## src/hdl/lpt_code_child_neighbor_unit_top_macros.svh

```systemverilog
// Assertion helpers shared by the unit
`ifndef LPT_CODE_CHILD_NEIGHBOR_UNIT_TOP_MACROS_SVH
`define LPT_CODE_CHILD_NEIGHBOR_UNIT_TOP_MACROS_SVH

// overlapping implication, reset masks the check
`define LCN_ASSERT_IMPL(label, clk, rst, ante, cons) \
   label: assert property (@(posedge clk) disable iff (rst) (ante) |-> (cons)) \
      else $error("lcn assertion failed");

// non-overlapping implication
`define LCN_ASSERT_NEXT(label, clk, rst, ante, cons) \
   label: assert property (@(posedge clk) disable iff (rst) (ante) |=> (cons)) \
      else $error("lcn assertion failed");

`endif

```

## src/hdl/lcn_pkg.sv

```systemverilog
package lcn_pkg;

   localparam int MaxOrthants = 16;
   // the 32-bit list holds sixteen orthants at most
   localparam int OrthCap     = (MaxOrthants < 16) ? MaxOrthants : 16;
   localparam int ListW       = 32;
   localparam int NumOrth     = ListW / 2;

   // deepest level a code may carry, and the level from which a child is too deep
   localparam logic [5:0] LevMax = 6'(2 * OrthCap + 1);

   localparam logic [2:0] ReqChild0 = 3'd0;
   localparam logic [2:0] ReqChild1 = 3'd1;
   localparam logic [2:0] ReqNeigh0 = 3'd2;
   localparam logic [2:0] ReqNeigh1 = 3'd3;
   localparam logic [2:0] ReqNeigh2 = 3'd4;

   localparam logic [1:0] StOk      = 2'd0;
   localparam logic [1:0] StDepth   = 2'd1;
   localparam logic [1:0] StOutside = 2'd2;
   localparam logic [1:0] StUnused  = 2'd3;

   typedef enum logic [2:0] {
      ShapeEcho,
      ShapeChild,
      ShapeFlip,
      ShapeKeep,
      ShapeReplace
   } shape_type;

   typedef struct packed {
      logic             valid;
      logic [2:0]       req;
      logic [5:0]       lev;
      logic [2:0]       perm;
      logic [ListW-1:0] list;
      logic             kind;
      logic             over;
   } dec_type;

   typedef struct packed {
      logic             valid;
      shape_type        shape;
      logic [1:0]       status;
      logic [5:0]       lev;
      logic [2:0]       perm;
      logic [2:0]       new_perm;
      logic [ListW-1:0] list;
      logic [ListW-1:0] flips;
      logic             kind;
   } walk_type;

   // orthant implied by a signed permutation: x sign low, y sign high
   function automatic logic [1:0] orthant_of(input logic [2:0] p);
      logic [1:0] o;
      if (p[0]) begin
         o = {p[1], p[2]};
      end else begin
         o = {p[2], p[1]};
      end
      return o;
   endfunction

endpackage

```

## src/hdl/lcn_decode.sv

```systemverilog
module lcn_decode (
   input  logic                    clock,
   input  logic                    reset,
   input  logic                    in_valid,
   input  logic [2:0]              req_type,
   input  logic [5:0]              req_level,
   input  logic [2:0]              req_perm_bits,
   input  logic [31:0]             req_orthant_list,
   output lcn_pkg::dec_type        dec_out
);
   import lcn_pkg::*;

   dec_type          dec_in;
   dec_type          dec_ff;
   logic [4:0]       n;
   logic [4:0]       n_keep;
   logic             over;
   logic [ListW-1:0] keep;
   logic [ListW-1:0] list;
   logic             lm;
   logic             sign;
   logic             axis;
   logic             last;
   logic [3:0]       nm1;
   logic             kind;

   always_comb begin
      n      = req_level[5:1];
      over   = req_level > LevMax;
      n_keep = over ? 5'(OrthCap) : n;
      for (int i = 0; i < NumOrth; i++) begin
         keep[2*i +: 2] = (5'(i) < n_keep) ? 2'b11 : 2'b00;
      end
      list = req_orthant_list & keep;

      // child kind from the last orthant against the moving sign
      lm   = ~req_level[0];
      sign = lm ? req_perm_bits[2] : req_perm_bits[1];
      axis = (lm == req_perm_bits[0]) ? 1'b0 : 1'b1;
      nm1  = 4'(n - 5'd1);
      last = (req_level <= 6'd2) ? 1'b0 : list[{nm1, axis}];
      if (over) begin
         kind = 1'b0;
      end else if (n == 5'd0) begin
         kind = req_perm_bits[1];
      end else begin
         kind = sign ^ last;
      end

      dec_in.valid = in_valid;
      dec_in.req   = req_type;
      dec_in.lev   = req_level;
      dec_in.perm  = req_perm_bits;
      dec_in.list  = list;
      dec_in.kind  = kind;
      dec_in.over  = over;
   end

   always_ff @(posedge clock) begin
      if (reset) begin
         dec_ff <= '0;
      end else begin
         dec_ff <= dec_in;
      end
   end

   assign dec_out = dec_ff;

endmodule

```

## src/hdl/lcn_walk.sv

```systemverilog
module lcn_walk (
   input  logic              clock,
   input  logic              reset,
   input  lcn_pkg::dec_type  dec_in_w,
   output lcn_pkg::walk_type walk_out
);
   import lcn_pkg::*;

   walk_type         walk_in;
   walk_type         walk_ff;
   logic             b0;
   logic             b1;
   logic             b2;
   logic [4:0]       n;
   logic [NumOrth-1:0] rng;
   logic [NumOrth-1:0] miss;
   logic [NumOrth-1:0] covered;
   logic [ListW-1:0] flips;
   logic             found;
   logic             ls_hit;
   shape_type        shape;
   logic [1:0]       status;
   logic [2:0]       np;

   always_comb begin
      b0 = dec_in_w.perm[0];
      b1 = dec_in_w.perm[1];
      b2 = dec_in_w.perm[2];
      n  = dec_in_w.lev[5:1];

      // ancestor walk: highest orthant whose axis bit differs from the sign stops it
      for (int i = 0; i < NumOrth; i++) begin
         rng[i]  = 5'(i) < n;
         miss[i] = rng[i] & ((b0 ? dec_in_w.list[2*i+1] : dec_in_w.list[2*i]) ^ b1);
      end
      for (int i = 0; i < NumOrth; i++) begin
         covered[i]     = rng[i] & ((miss >> (i + 1)) == '0);
         flips[2*i]     = covered[i] & ~b0;
         flips[2*i + 1] = covered[i] & b0;
      end
      found = |miss;

      ls_hit = dec_in_w.kind &&
               ((dec_in_w.req == ReqNeigh1 && dec_in_w.lev[0]) ||
                (dec_in_w.req == ReqNeigh2 && !dec_in_w.lev[0]));

      shape  = ShapeEcho;
      status = StOk;
      np     = dec_in_w.perm;
      priority if (dec_in_w.over) begin
         status = StDepth;
      end else if (dec_in_w.req == ReqChild0 || dec_in_w.req == ReqChild1) begin
         if (dec_in_w.lev >= LevMax) begin
            status = StDepth;
         end else begin
            shape = ShapeChild;
            if (dec_in_w.req == ReqChild1) begin
               np = dec_in_w.lev[0] ? {~b2, b1, b0} : {b1, ~b2, ~b0};
            end
         end
      end else if (dec_in_w.req == ReqNeigh0) begin
         np = {b2, ~b1, b0};
         if (found) begin
            shape = ShapeFlip;
         end else begin
            status = StOutside;
         end
      end else if (ls_hit) begin
         np = dec_in_w.lev[0] ? {~b1, b2, ~b0} : {~b2, b1, b0};
         shape = (dec_in_w.req == ReqNeigh2 && n != 5'd0) ? ShapeReplace : ShapeKeep;
      end else if (dec_in_w.req == ReqNeigh1) begin
         np    = {b1, b2, ~b0};
         shape = ShapeKeep;
      end else begin
         status = StUnused;
      end

      walk_in.valid    = dec_in_w.valid;
      walk_in.shape    = shape;
      walk_in.status   = status;
      walk_in.lev      = dec_in_w.lev;
      walk_in.perm     = dec_in_w.perm;
      walk_in.new_perm = np;
      walk_in.list     = dec_in_w.list;
      walk_in.flips    = flips;
      walk_in.kind     = dec_in_w.kind;
   end

   always_ff @(posedge clock) begin
      if (reset) begin
         walk_ff <= '0;
      end else begin
         walk_ff <= walk_in;
      end
   end

   assign walk_out = walk_ff;

endmodule

```

## src/hdl/lcn_assemble.sv

```systemverilog
module lcn_assemble (
   input  logic              clock,
   input  logic              reset,
   input  lcn_pkg::walk_type walk_in_a,
   output logic              rsp_strobe,
   output logic [5:0]        rsp_out_level,
   output logic [2:0]        rsp_out_perm_bits,
   output logic [31:0]       rsp_out_orthant_list,
   output logic              rsp_child_kind,
   output logic [1:0]        rsp_status
);
   import lcn_pkg::*;

   logic             strobe_ff;
   logic [5:0]       level_in;
   logic [5:0]       level_ff;
   logic [2:0]       perm_in;
   logic [2:0]       perm_ff;
   logic [ListW-1:0] list_in;
   logic [ListW-1:0] list_ff;
   logic             kind_ff;
   logic [1:0]       status_ff;
   logic [3:0]       n4;
   logic [3:0]       nm1;

   always_comb begin
      n4       = walk_in_a.lev[4:1];
      nm1      = 4'(walk_in_a.lev[5:1] - 5'd1);
      level_in = walk_in_a.lev;
      perm_in  = walk_in_a.new_perm;
      list_in  = walk_in_a.list;
      unique case (walk_in_a.shape)
         ShapeEcho: begin
            perm_in = walk_in_a.perm;
         end
         ShapeChild: begin
            level_in = walk_in_a.lev + 6'd1;
            // new level even: append the orthant of the new permutation
            if (walk_in_a.lev[0]) begin
               list_in[{n4, 1'b0} +: 2] = orthant_of(walk_in_a.new_perm);
            end
         end
         ShapeFlip: begin
            list_in = walk_in_a.list ^ walk_in_a.flips;
         end
         ShapeKeep: begin
         end
         ShapeReplace: begin
            list_in[{nm1, 1'b0} +: 2] = orthant_of(walk_in_a.perm);
         end
         default: begin
            perm_in = walk_in_a.perm;
         end
      endcase
   end

   always_ff @(posedge clock) begin
      if (reset) begin
         strobe_ff <= 1'b0;
      end else begin
         strobe_ff <= walk_in_a.valid;
      end
      level_ff  <= level_in;
      perm_ff   <= perm_in;
      list_ff   <= list_in;
      kind_ff   <= walk_in_a.kind;
      status_ff <= walk_in_a.status;
   end

   assign rsp_strobe           = strobe_ff;
   assign rsp_out_level        = level_ff;
   assign rsp_out_perm_bits    = perm_ff;
   assign rsp_out_orthant_list = list_ff;
   assign rsp_child_kind       = kind_ff;
   assign rsp_status           = status_ff;

endmodule

```

## src/hdl/lpt_code_child_neighbor_unit_top.sv

```systemverilog
// An accepted word is registered in decode, then in the ancestor walk, then in
// assembly, which drives the result strobe; these are three register stages.
// Throughput: one word every cycle while not busy; the pipeline never holds
// start off. Reset: synchronous, active high; clears the stage valid bits, busy
// is high only while reset is asserted. The receiver cannot stall the result.
`include "lpt_code_child_neighbor_unit_top_macros.svh"

module lpt_code_child_neighbor_unit_top (
   input  logic        clock,
   input  logic        reset,
   input  logic        start,
   output logic        busy,
   input  logic [2:0]  req_type,
   input  logic [5:0]  req_level,
   input  logic [2:0]  req_perm_bits,
   input  logic [31:0] req_orthant_list,
   output logic        rsp_strobe,
   output logic [5:0]  rsp_out_level,
   output logic [2:0]  rsp_out_perm_bits,
   output logic [31:0] rsp_out_orthant_list,
   output logic        rsp_child_kind,
   output logic [1:0]  rsp_status
);
   import lcn_pkg::*;

   logic     accept;
   dec_type  dec;
   walk_type walk;

   assign busy   = reset;
   assign accept = start & ~busy;

   lcn_decode u_decode (
      .clock            (clock),
      .reset            (reset),
      .in_valid         (accept),
      .req_type         (req_type),
      .req_level        (req_level),
      .req_perm_bits    (req_perm_bits),
      .req_orthant_list (req_orthant_list),
      .dec_out          (dec)
   );

   lcn_walk u_walk (
      .clock    (clock),
      .reset    (reset),
      .dec_in_w (dec),
      .walk_out (walk)
   );

   lcn_assemble u_assemble (
      .clock                (clock),
      .reset                (reset),
      .walk_in_a            (walk),
      .rsp_strobe           (rsp_strobe),
      .rsp_out_level        (rsp_out_level),
      .rsp_out_perm_bits    (rsp_out_perm_bits),
      .rsp_out_orthant_list (rsp_out_orthant_list),
      .rsp_child_kind       (rsp_child_kind),
      .rsp_status           (rsp_status)
   );

   // every accepted word comes out of the assembly register as a result strobe
   `LCN_ASSERT_IMPL(a_latency, clock, reset, accept, 1'b1 ##3 rsp_strobe)
   `LCN_ASSERT_IMPL(a_no_stray, clock, reset, rsp_strobe, $past(accept, 3))
   // a refused request echoes the level it was given
   `LCN_ASSERT_IMPL(a_echo_level, clock, reset, rsp_strobe && rsp_status != StOk,
      rsp_out_level == $past(req_level, 3))
   // a good result keeps the level or goes one deeper
   `LCN_ASSERT_IMPL(a_level_step, clock, reset, rsp_strobe && rsp_status == StOk,
      rsp_out_level == $past(req_level, 3) ||
      rsp_out_level == $past(req_level, 3) + 6'd1)

endmodule
```

## config.mk

```make
export PLATFORM = sky130hd
export DESIGN_NAME = lpt_code_child_neighbor_unit_top
export DESIGN_NICKNAME = d
export VERILOG_FILES = /design/src/hdl/lcn_pkg.sv /design/src/hdl/lcn_decode.sv /design/src/hdl/lcn_walk.sv /design/src/hdl/lcn_assemble.sv /design/src/hdl/lpt_code_child_neighbor_unit_top.sv
export VERILOG_INCLUDE_DIRS = /design/src /design/src/hdl
export SDC_FILE = /design/constraint.sdc
export NUM_CORES = 1
export LEC_CHECK = 0
export BUFFER_PORTS_ARGS = -buffer_cell sky130_fd_sc_hd__clkbuf_2
export CAP_MARGIN = 25
export CORE_MARGIN = 3
export CORE_UTILIZATION = 55
export CTS_CLUSTER_SIZE = 40
export DETAILED_ROUTE_END_ITERATION = 10
export PLACE_DENSITY = 0.75
export REMOVE_ABC_BUFFERS = 1
export SLEW_MARGIN = 10
export SYNTH_ARGS = -nofsm -noshare
export SYNTH_HDL_FRONTEND = slang
export SYNTH_SLANG_ARGS = --single-unit
```

## constraint.sdc

```tcl
create_clock -name clock -period 4.15 [get_ports clock]
set_clock_uncertainty 0.1 [all_clocks]
set_input_delay 0.415 -clock clock [delete_from_list [all_inputs] [get_ports clock]]
set_output_delay 0.415 -clock clock [all_outputs]
set_load 0.02 [all_outputs]
```

### Word level (Yosys, flattened, before mapping)

Index checks and enable logic that the tools add are counted.

* word-level logic and storage cells: 267
* input port bits: 47
* register bits after elaboration: 175

* magnitude comparators: 36
* bitwise gates (word level): 88
* shift operators: 4
* muxes and demuxes: 73
* add/sub/neg operators: 5
* reductions and logical operators: 29
* equality and inequality tests: 9

Operators by type and width (number)
* 16-bit zero test: 15
* 32-bit one-hot mux with 3 select lines: 1
* 4-bit by 5-bit less-than comparator with 1-bit output, first input constant: 16
* 1-bit bitwise AND: 64
* 32-bit bitwise mux: 2
* 2-bit by 7-bit variable shift with 32-bit output, first input constant: 2
* 2-bit by 7-bit indexed part select with 32-bit output: 2
* 2-bit two-way mux: 28
* 3-bit two-way mux: 14
* 3-bit by 5-bit less-than comparator with 1-bit output, first input constant: 8
* 32-bit bitwise AND: 1
* 32-bit two-way mux: 1
* 32-bit XOR: 1
* 1-bit two-way mux: 24
* 1-bit by 5-bit less-than comparator with 1-bit output, first input constant: 4
* 2-bit by 5-bit less-than comparator with 1-bit output, first input constant: 4
* 1-bit XOR: 17
* 16-bit OR reduction: 1
* 5-bit negator with 7-bit output: 2
* 3-bit by 2-bit == test with 1-bit output, second input constant: 4
* 4-bit by 1-bit subtractor with 4-bit output, second input constant: 2
* 6-bit by 1-bit adder with 6-bit output, second input constant: 1
* 3-bit by 1-bit == test with 1-bit output, second input constant: 2
* 3-bit == test, second input constant: 2
* other kinds (17): 26

### Longest topological paths before layout

Gate-level depths: netlist (run 1).

* word-level depth: 10
* depth in mapped cells: 13
* depth with buffers taken out: 10

### Cells and area by module

A second synthesis (run 1) with hierarchy kept.

* cell total of the unflattened synthesis: 1084
* area, all modules: 9185.1 µm²

By module, submodules not included
* lcn_assemble: instances 1, cells each 530, area an instance 3849.9 µm²
* lcn_walk: instances 1, cells each 332, area an instance 3261.9 µm²
* lcn_decode: instances 1, cells each 220, area an instance 2052.0 µm²
* lpt_code_child_neighbor_unit_top: instances 1, cells each 2, area an instance 21.3 µm²

### Least setup slack after synthesis (run 1)

No wires, ideal clock.

* path type: in2reg
* from: in req_level[1]
* to: reg u_decode.dec_ff (netlist bit u_decode.dec_out[1])
* data arrival time: 2.600 ns
* path slack: 1.389 ns
* required time: 3.988 ns
* cell stages on the path: 11
* path through: clkbuf_1 > inv_1 > ha_1 > clkbuf_1 > clkbuf_1 > nor2_1 > a211oi_1 > a211oi_1 > o21ai_1 > mux2_2 > nand3_1

* longest elaborated chain between the ends: 10

RTL lines
* start, declared: RTL line lpt_code_child_neighbor_unit_top.sv:14 `input logic [5:0] req_level,`
* 6-bit greater-than comparator: RTL line lcn_decode.sv:29 `over = req_level > LevMax;`
* 5-bit two-way mux: RTL line lcn_decode.sv:30 `n_keep = over ? 5'(OrthCap) : n;`
* 1-bit by 5-bit less-than comparator with 1-bit output, or another cell as far along: RTL line lcn_decode.sv:32 `keep[2*i +: 2] = (5'(i) < n_keep) ? 2'b11 : 2'b00;`
* 2-bit two-way mux: RTL line lcn_decode.sv:32
* 32-bit bitwise AND: RTL line lcn_decode.sv:34 `list = req_orthant_list & keep;`
* 1-bit binary-select mux with 5-bit select: RTL line lcn_decode.sv:41 `last = (req_level <= 6'd2) ? 1'b0 : list[{nm1, axis}];`
* 1-bit two-way mux (not written as such): RTL line lcn_decode.sv:41
* 1-bit two-way mux: RTL line lcn_decode.sv:41
* 1-bit XOR: RTL line lcn_decode.sv:47 `kind = sign ^ last;`
* 1-bit two-way mux: RTL line lcn_decode.sv:44 `end else if (n == 5'd0) begin`
* end signal, assigned: RTL line lcn_decode.sv:63 `dec_ff <= dec_in;`
* end, declared: RTL line lcn_decode.sv:14 `dec_type dec_ff;`

Parallel ways exist; a longest one is shown, timed or not. The select of a mux whose other input is x is not followed.
A chain may end at the register's enable or synchronous reset.

### Final worst setup path (run 1)

* from: reg u_walk.walk_ff (netlist bit u_walk.walk_out[73])
* to: reg u_assemble.list_ff[19], in the netlist u_assemble.rsp_out_orthant_list[19]

* longest elaborated chain between the ends: 5

RTL lines
* start, declared: RTL line lcn_walk.sv:10 `walk_type walk_ff;`
* start signal, assigned: RTL line lcn_walk.sv:93 `walk_ff <= walk_in;`
* 4-bit by 1-bit subtractor with 4-bit output or 5-bit negator with 7-bit output (tied branches): RTL line lcn_assemble.sv:28, lcn_assemble.sv:40
* 5-bit negator with 7-bit output, or another cell as far along: RTL line lcn_assemble.sv:49 `list_in[{nm1, 1'b0} +: 2] = orthant_of(walk_in_a.perm);`
* 2-bit by 7-bit indexed part select with 32-bit output, or another cell as far along: RTL line lcn_assemble.sv:49
* 32-bit bitwise mux or 32-bit two-way mux (tied branches): RTL line lcn_assemble.sv:49, lcn_assemble.sv:39
* 32-bit one-hot mux with 3 select lines (*): RTL line lcn_assemble.sv:32 `unique case (walk_in_a.shape)`
* via u_assemble.list_in[19]: RTL line lcn_assemble.sv:19 `logic [ListW-1:0] list_in;`
* end signal, assigned: RTL line lcn_assemble.sv:65 `list_ff <= list_in;`
* end, declared: RTL line lcn_assemble.sv:20 `logic [ListW-1:0] list_ff;`

Mark *: on every way through the listed nets, which the timed path passes. The rest lies on a longest branch.

==> results by group, run 1 <==
Global routing
  • Largest net degree at the start of global routing: 54
  • Gr ovfl total: 0
  • Total GRT Usage: 29.1%
  • First-pass GRT wire length: 39.7 mm
  • Initial antenna violation count: 0
  • Vias in the first global route: 7229

Floorplan
  • Die H: 131 µm
  • Die area: 0.0172 mm²
  • Site Rows: 45
  • I/O Pins: 93
  • Core area: 0.0153 mm²
  • Die Wd: 131 µm
  • Initial Util: 56.6%

Hold path
  • Hold EP: u_decode.dec_out[46]$_SDFF_PP0_
  • Worst min path class: input pin to flip-flop
  • Critical hold path startpoint: start
  • WHS Path Cells: 2

Critical path
  • Crit Path Class: flip-flop to flip-flop
  • Top cell by count, worst path: nand2_1
  • Worst-path cell with the longest stage delay: xor2_1
  • Worst reg2reg path endpoint: u_assemble.rsp_out_orthant_list[19]$_DFF_P_
  • Reg2reg path depth: 9
  • Peak fanout along the critical path: 12
  • Family with the most delay on the worst path: compound AO/OA/AOI/OAI gates
  • CP arrival: 3.64 ns
  • Critical Path, Cell by Cell: inv_1, ha_1, xor2_1, nand2_1, o2bb2ai_1, nand2_1, nor3_1, a21oi_1, o21ai_0
  • Worst Setup End Kind: flip-flop
  • Startpoint Class: flip-flop
  • Required @ worst endpoint: 4.36 ns
  • Critical path's largest stage delay: 0.73 ns
  • Internal reg-to-reg setup slack: 0.72 ns
  • Buf/Inv on CP: 1
  • RR Startpoint: u_walk.walk_out[73]$_SDFF_PP0_

Timing
  • Worst Tran Pin Value: 0.882 ns
  • Slew Limit Fails: 0
  • RSZ-0062 raised after global routing: no
  • Max transition margin: 41.0%
  • Max Clk Rate: 292 MHz
  • Fin worst setup slack: 0.720 ns
  • Fin crit period: 3.43 ns
  • Final setup vio count: 0
  • Final cycle utilization of the critical path: 82.7%
  • Setup TNS: 0 ns
  • Hold Fails Final Rpt: 0

Place
  • Pre-CTS setup slack: 0.809 ns
  • GP Congestion: 1.00
  • Post-DP HPWL: 19.7 mm
  • Buffers on Ports: 92

Clock tree
  • Worst-Skew Late Latency: 0.44 ns
  • Hold-fix buffers at CTS: 0
  • CTS max path bufs: 2
  • Root Driver: clkbuf_16
  • Num Clock Sinks: 175
  • Total setup buffers inserted after CTS: 0
  • Worst-path clk slew: 0.07 ns
  • CTS Buf Count: 17
  • CTS HTree Levels: 4
  • CTS tree: yes
  • Post-CTS sizing: 0

Run status
  • Status: complete, no violations

Finish
  • Share of cells above drive strength 1: 15.5%
  • N_diodes: 0
  • Final #Nets: 1157
  • Area delta synth->final: 12.9%
  • Post-layout util: 63.9%
  • FILL cells: 1332

Pwr
  • Max IR drop VDD: 0.000298 V
  • Leak: 3.81 nW
  • PwrDens: 403 mW/mm²

Routing
  • Drt wl/cell: 19.2 µm
  • DRT iter0 DRCs: 861
  • Via count: 7690
  • Vias per inst: 5.81
  • Drt first pass iters: 5
  • DRC: 0
  • Antenna-violating nets left: 0
  • Final WL: 25.4 mm

Synthesis
  • Netlist cell types: 68
  • Post-synthesis sequential area ratio: 40.6%
  • Share of flip-flops with an asynchronous set or reset: 0%
  • FF+latch count, synth: 175
  • Post-Syn Area: 0.00863 mm²
  • Primary FF master, synth: dfxtp_1
  • Post-synthesis cell count: 1039
  • Avg Cell Area, Syn: 8.31 µm²
  • YS warnings: 0
  • Post-synth EDFFs: 0

Job
  • Max cap viols: 0
[per-stage QoR]
step                instances  power, W  hold WS, ns  instance area [µm²]
finish                   1323   0.00392       0.0813                 9750
floorplan                 975   0.00222        0.210                 8370
detailed placement       1292   0.00245        0.212                 9200
global route             1323   0.00407       0.0879                 9750
CTS                      1323   0.00393       0.0795                 9750
global placement         1292   0.00245        0.210                 9200
[cell usage in the layout (no fill, tap or decap), types with 4 or more instances in the layout]
cell type  netlist  routed
nand3_1         20      20
ha_1            10      10
buf_4            3      14
o32ai_1          5       5
nor2_1         115     115
nor2b_1         68      68
o21ai_0         69      69
a31oi_1          9       9
inv_1           14      14
o221ai_1        23      23
a21o_1           4       4
xnor2_1         27      27
clkbuf_2         1      92
a21oi_1         79      79
and2_1          29      29
mux2_2          12      12
clkbuf_16        0      17
nand2b_1        13      13
a32oi_1          4       4
nor3b_1          6       6
o211ai_1         4       4
and3_1           6       6
nand4_1          6       6
a211oi_1        10      10
nand2_1        104     104
nor3_1          31      31
xor2_1           9       9
or2_2           11      11
mux2i_1         54      54
dfxtp_1        175     175
[worst max path at each step]
stage | start | to | cells past startpoint
final | u_walk.walk_out[73]$_SDFF_PP0_ | u_assemble.rsp_out_orthant_list[19]$_DFF_P_ | 9
after global routing | u_walk.walk_out[73]$_SDFF_PP0_ | u_assemble.rsp_out_orthant_list[29]$_DFF_P_ | 10
after CTS | u_walk.walk_out[72]$_SDFF_PP0_ | u_assemble.rsp_out_orthant_list[19]$_DFF_P_ | 9
after detailed placement | u_walk.walk_out[72]$_SDFF_PP0_ | u_assemble.rsp_out_orthant_list[19]$_DFF_P_ | 9
after global placement | u_walk.walk_out[72]$_SDFF_PP0_ | u_assemble.rsp_out_orthant_list[19]$_DFF_P_ | 9
after floorplan | u_decode.dec_out[34]$_SDFF_PP0_ | u_walk.walk_out[1]$_SDFF_PP0_ | 7
[where the power goes]
group / internal [W] / total (W) / switching (W)
clock network: 0.000810 / 0.00150 / 0.000691
registers: 0.00176 / 0.00184 / 0.0000745
logic: 0.000221 / 0.000587 / 0.000367
[cells in the mapped netlist (12+ instances only)]
library cell | instances | area (µm²)
inv_1 | 14 | 52.6
mux2i_1 | 54 | 541
nand2_1 | 104 | 390
a21oi_1 | 79 | 395
nor3_1 | 31 | 155
nand2b_1 | 13 | 81.3
xnor2_1 | 27 | 236
and2_1 | 29 | 181
nand3_1 | 20 | 100
mux2_2 | 12 | 135
dfxtp_1 | 175 | 3500
o21ai_0 | 69 | 345
nor2_1 | 115 | 432
nor2b_1 | 68 | 425
clkbuf_1 | 50 | 188
o221ai_1 | 23 | 201
[worst register-to-register path, stage by stage (launching register included)]
cell       delay [ns]
dfxtp_1          0.57
inv_1            0.18
ha_1             0.32
xor2_1           0.73
nand2_1          0.11
o2bb2ai_1        0.52
nand2_1          0.23
nor3_1           0.18
a21oi_1          0.05
o21ai_0          0.32
[flip-flops by register name (all words and copies together) (netlist names)]
name / cells
u_assemble.rsp_child_kind: 1
u_decode.dec_out: 47
u_assemble.rsp_out_level: 6
u_walk.walk_out: 83
u_assemble.rsp_out_orthant_list: 32
u_assemble.rsp_status: 2
u_assemble.rsp_out_perm_bits: 3
u_assemble.rsp_strobe: 1
[layout make-up]
class	instances	area, µm²	area share (%)
repair buffers	106	566	5.80
inverters	14	52.6	0.539
clock inverters	11	97.6	1.00
flip-flops and latches	175	3500	35.9
well taps	211	264	2.71
clock buffers	20	457	4.68
multi-input cells	786	4810	49.3
[logic make-up (layout without fill, tap and decap cells)]
logic type | count (synthesis) | in the layout | share of synthesized area [%]
flip-flops | 175 | 175 | 40.6
AND/OR/NAND/NOR | 428 | 428 | 24.4
buffers and inverters | 78 | 151 | 3.70
multiplexers | 67 | 67 | 8.00
adder cells (fa/ha/maj) | 10 | 10 | 1.45
XOR/XNOR | 37 | 37 | 3.84
AO/OA/AOI/OAI | 244 | 244 | 18.1
[metal layers]
| metal | global-route usage [%] | part of all wire (%) | up-vias | wire length, µm |
|---|---|---|---|---|
| met4 | 14.5 | 4.7 | 0 | 1190 |
| met2 | 47.0 | 46 | 330 | 11600 |
| li1 | - | - | 3753 | - |
| met3 | 5.05 | 6.2 | 72 | 1570 |
| met5 | 0 | 0 | - | 0 |
| met1 | 37.7 | 44 | 3535 | 11100 |
Note: power is estimated with default switching activity, not from simulation.
==> run 2: changes to the inputs <==
--- a/config.mk
+++ b/config.mk
@@ -9,10 +9,10 @@
 export BUFFER_PORTS_ARGS = -buffer_cell sky130_fd_sc_hd__clkbuf_2
 export CAP_MARGIN = 25
 export CORE_MARGIN = 3
-export CORE_UTILIZATION = 55
+export CORE_UTILIZATION = 53
 export CTS_CLUSTER_SIZE = 40
 export DETAILED_ROUTE_END_ITERATION = 10
-export PLACE_DENSITY = 0.75
+export PLACE_DENSITY = 0.76
 export REMOVE_ABC_BUFFERS = 1
 export SLEW_MARGIN = 10
 export SYNTH_ARGS = -nofsm -noshare
==> constraint.sdc (replaced) <==
create_clock -name clock -period 2.82 [get_ports clock]
set_clock_uncertainty 0.1 [all_clocks]
set_input_delay 0.282 -clock clock [delete_from_list [all_inputs] [get_ports clock]]
set_output_delay 0.282 -clock clock [all_outputs]
set_load 0.02 [all_outputs]
==> results by group, run 2 (synthesized netlist as in run 1, its figures left out) <==
Global routing
  • Initial antenna violation count: 0
  • Vias in the first global route: 7597
  • Largest net degree at the start of global routing: 51
  • Gr ovfl total: 0
  • Total GRT Usage: 29.4%
  • First-pass GRT wire length: 40.9 mm

Pwr
  • Internal power: 0.00434 W
  • Clock power frac: 39.3%
  • Max IR drop VDD: 0.000474 V
  • Sw Pwr: 0.00172 W
  • Sw frac: 28.4%
  • Leak: 4.20 nW
  • Seq pwr share: 44.4%
  • PwrDens: 578 mW/mm²
  • Combinational power share: 16.3%
  • Power, Total: 0.00606 W

Critical path
  • Required @ worst endpoint: 3.04 ns
  • Peak fanout along the critical path: 4
  • Critical Path, Cell by Cell: inv_1, ha_1, xnor2_1, nand3_1, a21oi_2, buf_4, nand2_1, nor3_1, a21oi_1, o221ai_1
  • Buf/Inv on CP: 2
  • Family with the most delay on the worst path: compound AO/OA/AOI/OAI gates
  • Worst Setup End Kind: flip-flop
  • Crit Path Class: flip-flop to flip-flop
  • Startpoint Class: flip-flop
  • Critical path's largest stage delay: 0.43 ns
  • CP arrival: 2.92 ns
  • Worst-path cell with the longest stage delay: xnor2_1

Job
  • Max cap viols: 0

Finish
  • Most common cell after layout, fill and taps aside: dfxtp_1
  • Final Cell Area: 0.0105 mm²
  • Final #Nets: 1237
  • Area delta synth->final: 21.4%
  • Sequential cell area: 0.00350 mm²
  • FILL cells: 1362
  • Post-layout util: 66.0%
  • N_diodes: 0
  • Most frequent cells in the layout: 174 x dfxtp_1, 115 x nor2_1, 104 x nand2_1
  • Max reg flops: 83
  • Share of cells above drive strength 1: 19.1%
  • Multi-input logic area: 0.00481 mm²

Clock tree
  • Root Driver: clkbuf_16
  • CTS Buf Count: 17
  • CTS HTree Levels: 4
  • Total setup buffers inserted after CTS: 0
  • Num Clock Sinks: 175
  • Worst-path clk slew: 0.07 ns
  • Worst-Skew Late Latency: 0.43 ns
  • CTS max path bufs: 2
  • CTS tree: yes

Floorplan
  • Core area: 0.0159 mm²
  • Die H: 134 µm
  • Die Wd: 134 µm
  • Initial Util: 54.3%
  • Die area: 0.0179 mm²
  • Site Rows: 46
  • I/O Pins: 93

Routing
  • DRT iter0 DRCs: 991
  • Vias per inst: 5.78
  • Drt wl/cell: 18.8 µm
  • Drt first pass iters: 5
  • DRC: 0
  • Final WL: 26.5 mm
  • Antenna-violating nets left: 0
  • Via count: 8146

Timing
  • Final setup vio count: 0
  • RSZ-0062 raised after global routing: no
  • Final cycle utilization of the critical path: 95.6%
  • Hold Fails Final Rpt: 0
  • Slew Limit Fails: 0
  • Fin crit period: 2.70 ns
  • Max Clk Rate: 371 MHz
  • Max transition margin: 55.7%
  • Worst Tran Pin Value: 0.659 ns
  • Final hold slack: 0.0120 ns

Place
  • Buffers on Ports: 92
  • DP Area: 0.00960 mm²
  • GP Congestion: 0.981
  • Post-DP HPWL: 20.6 mm

Hold path
  • Worst min path class: input pin to flip-flop

Run status
  • Status: complete, no violations
## run 2: cell types whose count changed in the layout (fill, tap and decap cells not counted), sizes merged
cell / previous run / this run
clkbuf: 112 / 110
bufinv: 0 / 2
buf: 14 / 67
clkinv: 3 / 4
dlygate4sd3: 0 / 27
## run 2: metrics by stage
step	cells	worst slack [ns]	TNS [ns]
2_1_floorplan	975	-0.0400	-0.0400
3_3_place_gp	1350	0.170	0
3_5_place_dp	1350	0.137	0
4_1_cts	1409	0.112	0
5_1_grt	1409	0.0669	0
6_report	1409	0.125	0
## run 2: layout make-up
cell class,count,area share [%]
Clock inverter,14,1.70
Multi-Input combinational cell,786,45.9
Inverter,14,0.501
Timing Repair Buffer,186,11.8
Sequential cell,175,33.4
Clock buffer,18,4.09
Tap cell,216,2.58
## run 2: power by group through the flow
stage               registers (W)  logic [W]  clock network, W
finish                    0.00269   0.000990           0.00238
global route              0.00270    0.00107           0.00249
CTS                       0.00268   0.000974           0.00240
detailed placement        0.00274   0.000939                 0
global placement          0.00274   0.000943                 0
floorplan                 0.00277   0.000498                 0
## run 2: path summary, 6_finish.rpt
| kind | start | endpoint | slack, ns | cells past startpoint |
|---|---|---|---|---|
| min | req_orthant_list[17] | u_decode.dec_out[19]$_SDFF_PP0_ | 0.01 | 2 |
| max | u_walk.walk_out[72]$_SDFF_PP0_ | u_assemble.rsp_out_orthant_list[27]$_DFF_P_ | 0.12 | 10 |
| min reg2reg | u_walk.walk_out[77]$_SDFF_PP0_ | u_assemble.rsp_status[0]$_DFF_P_ | 0.23 | 0 |
| max reg2reg | u_walk.walk_out[72]$_SDFF_PP0_ | u_assemble.rsp_out_orthant_list[27]$_DFF_P_ | 0.12 | 10 |
## run 2: layer usage
| metal | up-vias | global-route usage, % | wire length [µm] |
|---|---|---|---|
| li1 | 3914 | - | - |
| met1 | 3740 | 37.7 | 11300 |
| met2 | 413 | 48.6 | 12300 |
| met3 | 79 | 4.53 | 1710 |
| met4 | 0 | 14.3 | 1190 |
| met5 | - | 0 | 0 |
## run 2: worst register-to-register path, cell delays in order, from the launching register on
cell	delay (ns)
dfxtp_1	0.36
inv_1	0.10
ha_1	0.26
xnor2_1	0.43
nand3_1	0.17
a21oi_2	0.32
buf_4	0.17
nand2_1	0.10
nor3_1	0.26
a21oi_1	0.06
o221ai_1	0.27
## run 2: repair_timing
| action | CTS | global route |
|---|---|---|
| hold endpoints to repair | 27 | 0 |
| hold buffers | 27 | 0 |
| setup endpoints to repair | 0 | 4 |
| resized for setup | 0 | 2 |
==> run 3: changes to the inputs <==
--- a/config.mk
+++ b/config.mk
@@ -9,10 +9,11 @@
 export BUFFER_PORTS_ARGS = -buffer_cell sky130_fd_sc_hd__clkbuf_2
 export CAP_MARGIN = 25
 export CORE_MARGIN = 3
-export CORE_UTILIZATION = 53
+export CORE_UTILIZATION = 55
+export CTS_BUF_LIST = sky130_fd_sc_hd__clkbuf_8
 export CTS_CLUSTER_SIZE = 40
 export DETAILED_ROUTE_END_ITERATION = 10
-export PLACE_DENSITY = 0.76
+export PLACE_DENSITY = 0.78
 export REMOVE_ABC_BUFFERS = 1
 export SLEW_MARGIN = 10
 export SYNTH_ARGS = -nofsm -noshare
==> results by group, run 3 (synthesized netlist as in run 1, its figures left out) <==
Routing
  • Vias per inst: 5.72
  • Antenna-violating nets left: 0
  • DRC: 0
  • DRT iter0 DRCs: 746
  • Via count: 8072
  • Final WL: 26.2 mm
  • Drt first pass iters: 6
  • Drt wl/cell: 18.5 µm

Global routing
  • Largest net degree at the start of global routing: 39
  • Gr ovfl total: 0
  • Initial antenna violation count: 0
  • Vias in the first global route: 7644
  • Total GRT Usage: 30.0%
  • First-pass GRT wire length: 41.3 mm

Critical path
  • Worst setup path startpoint: u_walk.walk_out[73]$_SDFF_PP0_
  • Peak fanout along the critical path: 10
  • Worst Setup End Kind: flip-flop
  • RR Startpoint: u_walk.walk_out[73]$_SDFF_PP0_
  • Crit Path Class: flip-flop to flip-flop
  • CP endpoint: u_assemble.rsp_out_orthant_list[15]$_DFF_P_
  • Internal reg-to-reg setup slack: 0.1 ns
  • CP arrival: 2.99 ns
  • Reg2reg path depth: 9
  • Worst reg2reg path endpoint: u_assemble.rsp_out_orthant_list[15]$_DFF_P_
  • Startpoint Class: flip-flop
  • Required @ worst endpoint: 3.08 ns

Floorplan
  • Initial Util: 56.6%
  • Site Rows: 45
  • Core area: 0.0153 mm²
  • Die H: 131 µm
  • I/O Pins: 93
  • Die Wd: 131 µm
  • Die area: 0.0172 mm²

Timing
  • Worst Tran Pin Value: 0.761 ns
  • Max transition margin: 48.9%
  • Final setup vio count: 0
  • Fin crit period: 2.72 ns
  • Max Clk Rate: 367 MHz
  • Final cycle utilization of the critical path: 96.6%
  • RSZ-0062 raised after global routing: yes
  • Hold Fails Final Rpt: 0
  • Slew Limit Fails: 0

Clock tree
  • CTS HTree Levels: 4
  • Total setup buffers inserted after CTS: 0
  • CTS Buf Count: 17
  • CTS tree: yes
  • CTS max path bufs: 2
  • Worst-Skew Late Latency: 0.47 ns
  • Worst-path clk slew: 0.09 ns
  • Num Clock Sinks: 175
  • Root Driver: clkbuf_8

Place
  • GP Congestion: 1.01
  • Post-DP HPWL: 20.4 mm
  • Buffers on Ports: 92

Finish
  • N_diodes: 0
  • Most frequent cells in the layout: 175 x dfxtp_1, 115 x nor2_1, 104 x nand2_1
  • Final #Nets: 1244
  • Multi-input logic area: 0.00483 mm²
  • Share of cells above drive strength 1: 18.5%
  • Max reg flops: 83
  • FILL cells: 1275
  • Area delta synth->final: 19.9%
  • Sequential cell area: 0.00350 mm²
  • Post-layout util: 67.8%
  • Most common cell after layout, fill and taps aside: dfxtp_1

Pwr
  • PwrDens: 518 mW/mm²
  • Power, Total: 0.00536 W
  • Leak: 4.14 nW
  • Max IR drop VDD: 0.000312 V

Hold path
  • Critical hold path startpoint: reset
  • Worst min path class: input pin to flip-flop

Job
  • Max cap viols: 0

Run status
  • Status: complete, no violations
## run 3: cell count changes in the layout (fill, tap and decap cells not counted), sizes merged
cell | previous run | this run
buf | 67 | 62
bufinv | 2 | 1
clkinv | 4 | 3
dlygate4sd3 | 27 | 39
inv | 19 | 20
## run 3: worst min-delay path by stage
stage | to | slack, ns | depth (start not counted)
global route | u_decode.dec_out[38]$_SDFF_PP0_ | 0.009 | 2
global placement | u_assemble.rsp_status[1]$_DFF_P_ | 0.21 | 0
detailed placement | u_assemble.rsp_status[1]$_DFF_P_ | 0.21 | 0
floorplan | u_assemble.rsp_child_kind$_DFF_P_ | 0.21 | 0
CTS | u_decode.dec_out[38]$_SDFF_PP0_ | 0.0008 | 2
finish | u_decode.dec_out[38]$_SDFF_PP0_ | 0.03 | 2
## run 3: repair_timing
item / 4_1_cts / 5_1_grt
hold endpoints to repair: 40 / 0
setup endpoints to repair: 0 / 7
resized for setup: 0 / 4
hold buffers: 39 / 0
## run 3: where the power goes
group / total [W] / internal [W] / switching [W] / leakage, nW
clock network: 0.00168 / 0.000735 / 0.000940 / 0.187
logic: 0.000996 / 0.000413 / 0.000583 / 2.51
registers: 0.00269 / 0.00259 / 0.0000964 / 1.44
## run 3: critical path, cell delays in order (launching register included)
cell      delay (ns)
dfxtp_1         0.32
buf_4           0.17
nor3_1          0.35
xor2_1          0.61
nand3_1         0.17
o31ai_2         0.15
nand2_1         0.20
nor3_1          0.21
a21oi_1         0.06
o221ai_1        0.27
## run 3: layout make-up
type	count	share of cell area [%]
well taps	211	2.55
clock inverters	13	1.27
repair buffers	193	12.7
inverters	14	0.508
flip-flops and latches	175	33.9
clock buffers	18	2.39
multi-input cells	786	46.7
## run 3: per-layer routing
metal,wire length (µm),up-vias,track usage (%),part of all wire [%]
met5,0,-,0,0
met4,1500,0,17.6,5.7
met3,1620,89,5.32,6.2
met2,12000,364,49.0,46
met1,11000,3700,37.3,42
li1,-,3919,-,-
## run 3: stage by stage
stage | setup TNS, ns | cell area [µm²] | cells | worst slack (ns) | hold slack, ns
floorplan | -0.0400 | 8370 | 975 | -0.0400 | 0.210
global placement | 0 | 9560 | 1340 | 0.114 | 0.210
detailed placement | 0 | 9560 | 1340 | 0.0702 | 0.215
CTS | 0 | 10300 | 1410 | 0.0304 | 0.000763
global route | -0.0419 | 10300 | 1410 | -0.0221 | 0.00894
finish | 0 | 10300 | 1410 | 0.0950 | 0.0274
